$ cat config.mk
export PLATFORM = sky130hd
export DESIGN_NAME = array_delete_and_dedup_table_core
export DESIGN_NICKNAME = d
export VERILOG_FILES = /design/src/adt_pkg.sv /design/src/adt_cell.sv /design/src/adt_chain.sv /design/src/array_delete_and_dedup_table_core.sv
export SDC_FILE = /design/constraint.sdc
export NUM_CORES = 2
export LEC_CHECK = 0
export BUFFER_PORTS_ARGS = -buffer_cell sky130_fd_sc_hd__buf_2
export CAP_MARGIN = 20
export CORE_UTILIZATION = 34
export DETAILED_ROUTE_END_ITERATION = 8
export PLACE_DENSITY = 0.52
export SKIP_LAST_GASP = 1
export SYNTH_ARGS = -nofsm -noshare
export SYNTH_HDL_FRONTEND = slang
export SYNTH_HIERARCHICAL = 1
export SYNTH_SLANG_ARGS = --single-unit
$ cat constraint.sdc
create_clock -name clk -period 8.1 [get_ports clk]
set_input_delay 1.215 -clock clk [delete_from_list [all_inputs] [get_ports clk]]
set_output_delay 1.215 -clock clk [all_outputs]
set_load 0.05 [all_outputs]
$ cat src/adt_pkg.sv
// ----------------------------------------------------------------------------
// adt_pkg: shared definitions for the packed word table
// Command codes, status codes, sequencer states and the control bundle that
// the sequencer broadcasts to every cell of the chain.
// ----------------------------------------------------------------------------
package adt_pkg;

  localparam int CAPACITY_DEF = 16;
  localparam int WORD_W       = 32;
  localparam int IDX_W        = 6;
  localparam int LEN_W        = 7;

  localparam logic [2:0] CMD_APPEND  = 3'd0;
  localparam logic [2:0] CMD_DEL_AT  = 3'd1;
  localparam logic [2:0] CMD_DROP    = 3'd2;
  localparam logic [2:0] CMD_KEEP    = 3'd3;
  localparam logic [2:0] CMD_DEL_VAL = 3'd4;
  localparam logic [2:0] CMD_DEDUP   = 3'd5;
  localparam logic [2:0] CMD_READ    = 3'd6;

  localparam logic [1:0] ST_OK    = 2'd0;
  localparam logic [1:0] ST_FULL  = 2'd1;
  localparam logic [1:0] ST_RANGE = 2'd2;

  typedef enum logic [1:0] {
    MK_INDEX,
    MK_BEFORE,
    MK_VALUE,
    MK_AFTER_EQ
  } mark_mode_t;

  typedef enum logic [2:0] {
    S_IDLE,
    S_COMPACT,
    S_DUP_MARK,
    S_RESP,
    S_READ
  } state_t;

  typedef struct packed {
    logic              write;
    logic              mark;
    logic              compact;
    mark_mode_t        mode;
    logic [IDX_W-1:0]  pos;
    logic [LEN_W-1:0]  len;
    logic [WORD_W-1:0] value;
  } cell_ctl_t;

endpackage

$ cat src/adt_cell.sv
// ----------------------------------------------------------------------------
// adt_cell: one slot of the table
// Holds a word and a removal mark. On a compaction step the cell takes the
// word and mark of its upper neighbor when any cell at or below it is marked.
// ----------------------------------------------------------------------------
module adt_cell #(
  parameter int IDX = 0
) (
  input  logic                      clk,
  input  logic                      rst,
  input  adt_pkg::cell_ctl_t        ctl,
  input  logic [adt_pkg::WORD_W-1:0] up_word,
  input  logic                      up_dead,
  input  logic                      shift_in,
  output logic [adt_pkg::WORD_W-1:0] word,
  output logic                      dead,
  output logic                      shift_out
);

  localparam logic [adt_pkg::LEN_W-1:0] MY = adt_pkg::LEN_W'(IDX);

  logic in_range;
  logic hit;

  assign shift_out = shift_in | dead;
  assign in_range  = MY < ctl.len;

  always_comb begin
    case (ctl.mode)
      adt_pkg::MK_INDEX:    hit = MY == {1'b0, ctl.pos};
      adt_pkg::MK_BEFORE:   hit = MY < {1'b0, ctl.pos};
      adt_pkg::MK_VALUE:    hit = word == ctl.value;
      adt_pkg::MK_AFTER_EQ: hit = (MY > {1'b0, ctl.pos}) && (word == ctl.value);
      default:              hit = 1'b0;
    endcase
  end

  always_ff @(posedge clk) begin
    if (rst) begin
      dead <= 1'b0;
    end else if (ctl.compact && shift_out) begin
      dead <= up_dead;
    end else if (ctl.mark) begin
      dead <= in_range && hit;
    end
  end

  always_ff @(posedge clk) begin
    if (ctl.compact && shift_out) begin
      word <= up_word;
    end else if (ctl.write && ctl.len == MY) begin
      word <= ctl.value;
    end
  end

endmodule

$ cat src/adt_chain.sv
// ----------------------------------------------------------------------------
// adt_chain: row of table cells
// Links the cells so that words and marks move down one slot per compaction
// step, and gathers the stored words and the any-marked flag.
// ----------------------------------------------------------------------------
module adt_chain #(
  parameter int CAPACITY = adt_pkg::CAPACITY_DEF
) (
  input  logic                                     clk,
  input  logic                                     rst,
  input  adt_pkg::cell_ctl_t                       ctl,
  output logic [CAPACITY-1:0][adt_pkg::WORD_W-1:0] words,
  output logic                                     any_dead
);

  logic [CAPACITY-1:0] dead;
  logic [CAPACITY:0]   shift;

  assign shift[0] = 1'b0;
  assign any_dead = |dead;

  for (genvar i = 0; i < CAPACITY; i++) begin : g_cell
    logic [adt_pkg::WORD_W-1:0] up_word;
    logic                       up_dead;

    if (i == CAPACITY - 1) begin : g_top
      assign up_word = '0;
      assign up_dead = 1'b0;
    end else begin : g_mid
      assign up_word = words[i+1];
      assign up_dead = dead[i+1];
    end

    adt_cell #(
      .IDX(i)
    ) u_cell (
      .clk      (clk),
      .rst      (rst),
      .ctl      (ctl),
      .up_word  (up_word),
      .up_dead  (up_dead),
      .shift_in (shift[i]),
      .word     (words[i]),
      .dead     (dead[i]),
      .shift_out(shift[i+1])
    );
  end

endmodule

$ cat src/array_delete_and_dedup_table_core.sv
// ----------------------------------------------------------------------------
// array_delete_and_dedup_table_core: packed word table with deletion
// Keeps up to CAPACITY signed words packed from slot 0 in a chain of cells
// and runs append, delete, drop, keep, delete-value, dedup and read out.
//
//   channel | handshake          | fields
//   --------+--------------------+-----------------------------
//   input   | in_valid/in_ready  | cmd, position, word
//   output  | out_valid/out_ready| data, count, last, status
//
// Append, keep-through, range errors and unused codes respond straight from
// idle. Delete-at, drop-before and delete-value mark words, then compact,
// one removal per step, until no mark is left. Dedup marks later copies of
// each kept word in turn and compacts them. Read out gives one beat per cycle
// unless stalled. Reset clears state, length and marks but not the words; no
// clearing pass. A stalled output holds the sequencer; input is taken in idle.
// ----------------------------------------------------------------------------
module array_delete_and_dedup_table_core #(
  parameter int CAPACITY = adt_pkg::CAPACITY_DEF
) (
  input  logic                                clk,
  input  logic                                rst,
  input  logic                                in_valid,
  output logic                                in_ready,
  input  logic [2:0]                          cmd,
  input  logic [adt_pkg::IDX_W-1:0]           position,
  input  logic signed [adt_pkg::WORD_W-1:0]   word,
  output logic                                out_valid,
  input  logic                                out_ready,
  output logic signed [adt_pkg::WORD_W-1:0]   data,
  output logic [adt_pkg::LEN_W-1:0]           count,
  output logic                                last,
  output logic [1:0]                          status
);

  localparam int AW = $clog2(CAPACITY);
  localparam logic [adt_pkg::LEN_W-1:0] CAP = adt_pkg::LEN_W'(CAPACITY);

  adt_pkg::state_t    state, state_next;
  adt_pkg::cell_ctl_t ctl;

  logic [adt_pkg::LEN_W-1:0] len, len_next;
  logic [adt_pkg::LEN_W-1:0] cur, cur_next;
  logic [1:0]                st_hold, st_hold_next;
  logic                      op_dup, op_dup_next;

  logic [CAPACITY-1:0][adt_pkg::WORD_W-1:0] words;
  logic                                     any_dead;

  logic                       out_free;
  logic                       ld_out;
  logic [adt_pkg::WORD_W-1:0] o_data;
  logic                       o_last;
  logic [adt_pkg::LEN_W-1:0]  pos_ext;

  adt_chain #(
    .CAPACITY(CAPACITY)
  ) u_chain (
    .clk     (clk),
    .rst     (rst),
    .ctl     (ctl),
    .words   (words),
    .any_dead(any_dead)
  );

  assign out_free = !out_valid || out_ready;
  assign in_ready = state == adt_pkg::S_IDLE;
  assign pos_ext  = {1'b0, position};

  always_ff @(posedge clk) begin
    if (rst) begin
      state  <= adt_pkg::S_IDLE;
      len    <= '0;
      cur    <= '0;
      op_dup <= 1'b0;
    end else begin
      state  <= state_next;
      len    <= len_next;
      cur    <= cur_next;
      op_dup <= op_dup_next;
    end
  end

  always_ff @(posedge clk) begin
    st_hold <= st_hold_next;
  end

  always_comb begin
    state_next   = state;
    len_next     = len;
    cur_next     = cur;
    st_hold_next = st_hold;
    op_dup_next  = op_dup;
    ctl          = '0;
    ld_out       = 1'b0;
    o_data       = '0;
    o_last       = 1'b1;
    case (state)
      adt_pkg::S_IDLE: begin
        if (in_valid) begin
          st_hold_next = adt_pkg::ST_OK;
          op_dup_next  = 1'b0;
          state_next   = adt_pkg::S_RESP;
          case (cmd)
            adt_pkg::CMD_APPEND: begin
              if (len >= CAP) begin
                st_hold_next = adt_pkg::ST_FULL;
              end else begin
                ctl.write = 1'b1;
                ctl.len   = len;
                ctl.value = word;
                len_next  = len + 1'b1;
              end
            end
            adt_pkg::CMD_DEL_AT: begin
              if (pos_ext >= len) begin
                st_hold_next = adt_pkg::ST_RANGE;
              end else begin
                ctl.mark   = 1'b1;
                ctl.mode   = adt_pkg::MK_INDEX;
                ctl.pos    = position;
                ctl.len    = len;
                state_next = adt_pkg::S_COMPACT;
              end
            end
            adt_pkg::CMD_DROP: begin
              ctl.mark   = 1'b1;
              ctl.mode   = adt_pkg::MK_BEFORE;
              ctl.pos    = position;
              ctl.len    = len;
              state_next = adt_pkg::S_COMPACT;
            end
            adt_pkg::CMD_KEEP: begin
              if (pos_ext + 1'b1 < len) begin
                len_next = pos_ext + 1'b1;
              end
            end
            adt_pkg::CMD_DEL_VAL: begin
              ctl.mark   = 1'b1;
              ctl.mode   = adt_pkg::MK_VALUE;
              ctl.len    = len;
              ctl.value  = word;
              state_next = adt_pkg::S_COMPACT;
            end
            adt_pkg::CMD_DEDUP: begin
              op_dup_next = 1'b1;
              cur_next    = '0;
              state_next  = adt_pkg::S_DUP_MARK;
            end
            adt_pkg::CMD_READ: begin
              cur_next   = '0;
              state_next = adt_pkg::S_READ;
            end
            default: begin
              state_next = adt_pkg::S_RESP;
            end
          endcase
        end
      end
      adt_pkg::S_COMPACT: begin
        if (any_dead) begin
          ctl.compact = 1'b1;
          len_next    = len - 1'b1;
        end else if (op_dup) begin
          cur_next   = cur + 1'b1;
          state_next = adt_pkg::S_DUP_MARK;
        end else begin
          state_next = adt_pkg::S_RESP;
        end
      end
      adt_pkg::S_DUP_MARK: begin
        if (cur < len) begin
          ctl.mark   = 1'b1;
          ctl.mode   = adt_pkg::MK_AFTER_EQ;
          ctl.pos    = cur[adt_pkg::IDX_W-1:0];
          ctl.len    = len;
          ctl.value  = words[cur[AW-1:0]];
          state_next = adt_pkg::S_COMPACT;
        end else begin
          state_next = adt_pkg::S_RESP;
        end
      end
      adt_pkg::S_RESP: begin
        if (out_free) begin
          ld_out     = 1'b1;
          state_next = adt_pkg::S_IDLE;
        end
      end
      adt_pkg::S_READ: begin
        if (out_free) begin
          ld_out = 1'b1;
          if (len == '0) begin
            state_next = adt_pkg::S_IDLE;
          end else begin
            o_data   = words[cur[AW-1:0]];
            o_last   = (cur + 1'b1) == len;
            cur_next = cur + 1'b1;
            if (o_last) begin
              state_next = adt_pkg::S_IDLE;
            end
          end
        end
      end
      default: begin
        state_next = adt_pkg::S_IDLE;
      end
    endcase
  end

  always_ff @(posedge clk) begin
    if (rst) begin
      out_valid <= 1'b0;
    end else if (ld_out) begin
      out_valid <= 1'b1;
    end else if (out_ready) begin
      out_valid <= 1'b0;
    end
  end

  always_ff @(posedge clk) begin
    if (ld_out) begin
      data   <= o_data;
      count  <= len;
      last   <= o_last;
      status <= (state == adt_pkg::S_RESP) ? st_hold : adt_pkg::ST_OK;
    end
  end

endmodule

==> flow_summary.toml <==
[outcome]
status = "finished, final reports clean"

[clock_tree]
root_buffer = "clkbuf_16"
post-cts-setup-buffer-count = 0
clk_pin_slew_worst_paths_ps = 70
ctsHtreeMaxLevel = 3
cts_buffers = 73
postCtsHoldBufs = 0
clockBufferDepth = 3
cts.sinks = 591
post_cts_resized = 0
cts_tree = "yes"
clk_latency_ps = 670

[power_and_ir_drop]
combPwrFrac = 0.289
seq_power_share = 0.377
ir_drop_mv = 0.189
p_leak_nw = 14.9
pwr-share-clk = 0.334
internal-power_mw = 6.46
power_density_mw_per_mm2 = 224
swShare = 0.328
switchingPower_mw = 3.16
power_mw = 9.62

[global_routing]
overflow = 0
first_global_vias = 25300
antenna_found_initial = 3
busiest_layer = "met2"
grtUsageTotal = 0.226
globalRouteMet2Util = 0.357
grt_max_degree = 90
grt_first_pass_wirelength_um = 185000
met1_usage = 0.314
use_met3 = 0.0214

[placed_design]
place_hpwl_um = 97700
io_buffers = 88
place_inst = 4546
gp_congestion = 0.935

[flow_run]
drv_cap = 0

[finish]
layout.nets = 3206
fin_cells = 4685
mostFrequentLayoutCell = "edfxtp_1"
drive_above_1_share = 0.304
synthToLayoutAreaGrowth_pct = 13.2
final_cell_mix = "edfxtp_1 (556), mux2_2 (502), xnor2_1 (381), xor2_1 (143), nand4_1 (112)"
fillCellCount = 10600

[worst_setup_path]
crit_arrival_ps = 6930
crit_required_ps = 8670
crit_chain = "or2_1, or2_1, or2_2, or2_2, or2_1, or2_2, or2_2, or2_2, or2_2, or2_2, or2_4, or2_1, or2_2, or2_2, o21ai_4, nand2_1, a221oi_2, nand4_1, a31oi_1"
worstSetupPathType = "reg2reg"
cpPeakStageDelay_ps = 820
endpoint_kind = "flip-flop"
slowest_stage = "o21ai_4"
crit_path_max_fanout = 34
crit_path_frequent_cell = "or2_2"
cp-start-kind = "flip-flop"

[floorplanning]
die_area_mm2 = 0.113
initial_core_util = 0.343
die_x_um = 336
die-height_um = 336
ios = 89
std_cell_rows = 122
coreArea_mm2 = 0.111

[timing]
max_slew_margin = 0.207
slew_viol_final = 0
rsz0062_at_grt = "false"
min_period_over_period = 0.785
setup_violations = 0
hold_violations = 0
worstMarginPinSlew_ps = 1180
fmax_ghz = 0.157
skew_ps = 38.0
tns_ps = 0
period_needed_ps = 6360

[drt]
routedWlPerCell_um = 27.6
drc = 0
drt-total-wl_um = 129000
dr.pass1.iters = 5
via_per_inst = 5.60
dr_total_vias = 26200
ant_nets = 0
drtIter0Drc = 2557

[yosys]
avgSynthCellArea_um2 = 12.7
synth_cells = 2986
yosysWarnings = 6
synthesis.area_mm2 = 0.0380

[min_path]
holdCritPathClass = "reg2reg"
## power by group through the flow
stage	combinational, mW	clock [mW]	sequential [mW]
finish	2.78	3.21	3.63
CTS	2.75	3.27	3.63
global placement	2.72	0	3.69
detailed placement	2.74	0	3.69
floorplan	1.82	0	3.75
global route	2.95	3.37	3.64
## registers in the layout, indices dropped and copies added, names as in the netlist
register                    flops
status                          2
st_hold                         2
u_chain/g_cell.u_cell/word    512
u_chain/g_cell.u_cell/dead     16
op_dup                          1
cur                             7
last                            1
len                             7
count                           7
out_valid                       1
state                           3
data                           32
## final timing paths
| kind | from | end | slack (ps) | cells after the start |
|---|---|---|---|---|
| worst min register to register | op_dup | op_dup | 480 | 2 |
| worst min-delay path | op_dup | op_dup | 480 | 2 |
| worst max register to register | u_chain/g_cell[0].u_cell/dead | u_chain/g_cell[14].u_cell/dead | 1740 | 19 |
| worst max-delay path | u_chain/g_cell[0].u_cell/dead | u_chain/g_cell[14].u_cell/dead | 1740 | 19 |
## worst max-delay path, delay by kind of cell, from the launching register on
kind / cells / cell delay (ps)
compound gates: 3 / 1250
flops: 1 / 320
simple gates: 16 / 4700
## cell type report
type | count | area [µm²] | area share
Multi-Input combinational cell | 2271 | 20200 | 0.469
Sequential cell | 591 | 17400 | 0.405
Clock buffer | 105 | 2040 | 0.0475
Tap cell | 1488 | 1860 | 0.0433
Timing Repair Buffer | 174 | 1160 | 0.0270
Clock inverter | 29 | 235 | 0.00547
Inverter | 26 | 97.6 | 0.00227
Antenna cell | 1 | 2.50 | 0.0000582
## per-stage QoR
| stage | hold slack (ps) | setup WS [ps] | cell area [µm²] | utilization |
|---|---|---|---|---|
| floorplan | 403 | 804 | 38100 | - |
| global placement | 468 | 1810 | 40600 | 0.367 |
| detailed placement | 467 | 1810 | 40600 | 0.367 |
| CTS | 476 | 1760 | 42900 | 0.388 |
| global route | 510 | 1430 | 43000 | 0.388 |
| finish | 477 | 1740 | 43000 | 0.388 |
## routing by layer
layer | part of all wire | vias up | wire length, µm
met1 | 0.45 | 13300 | 58400
li1 | - | 11900 | -
met5 | 0 | - | 0
met3 | 0.045 | 170 | 5770
met4 | 0.044 | 0 | 5620
met2 | 0.46 | 834 | 59400
No activity file was read; power rests on OpenSTA's default activity.
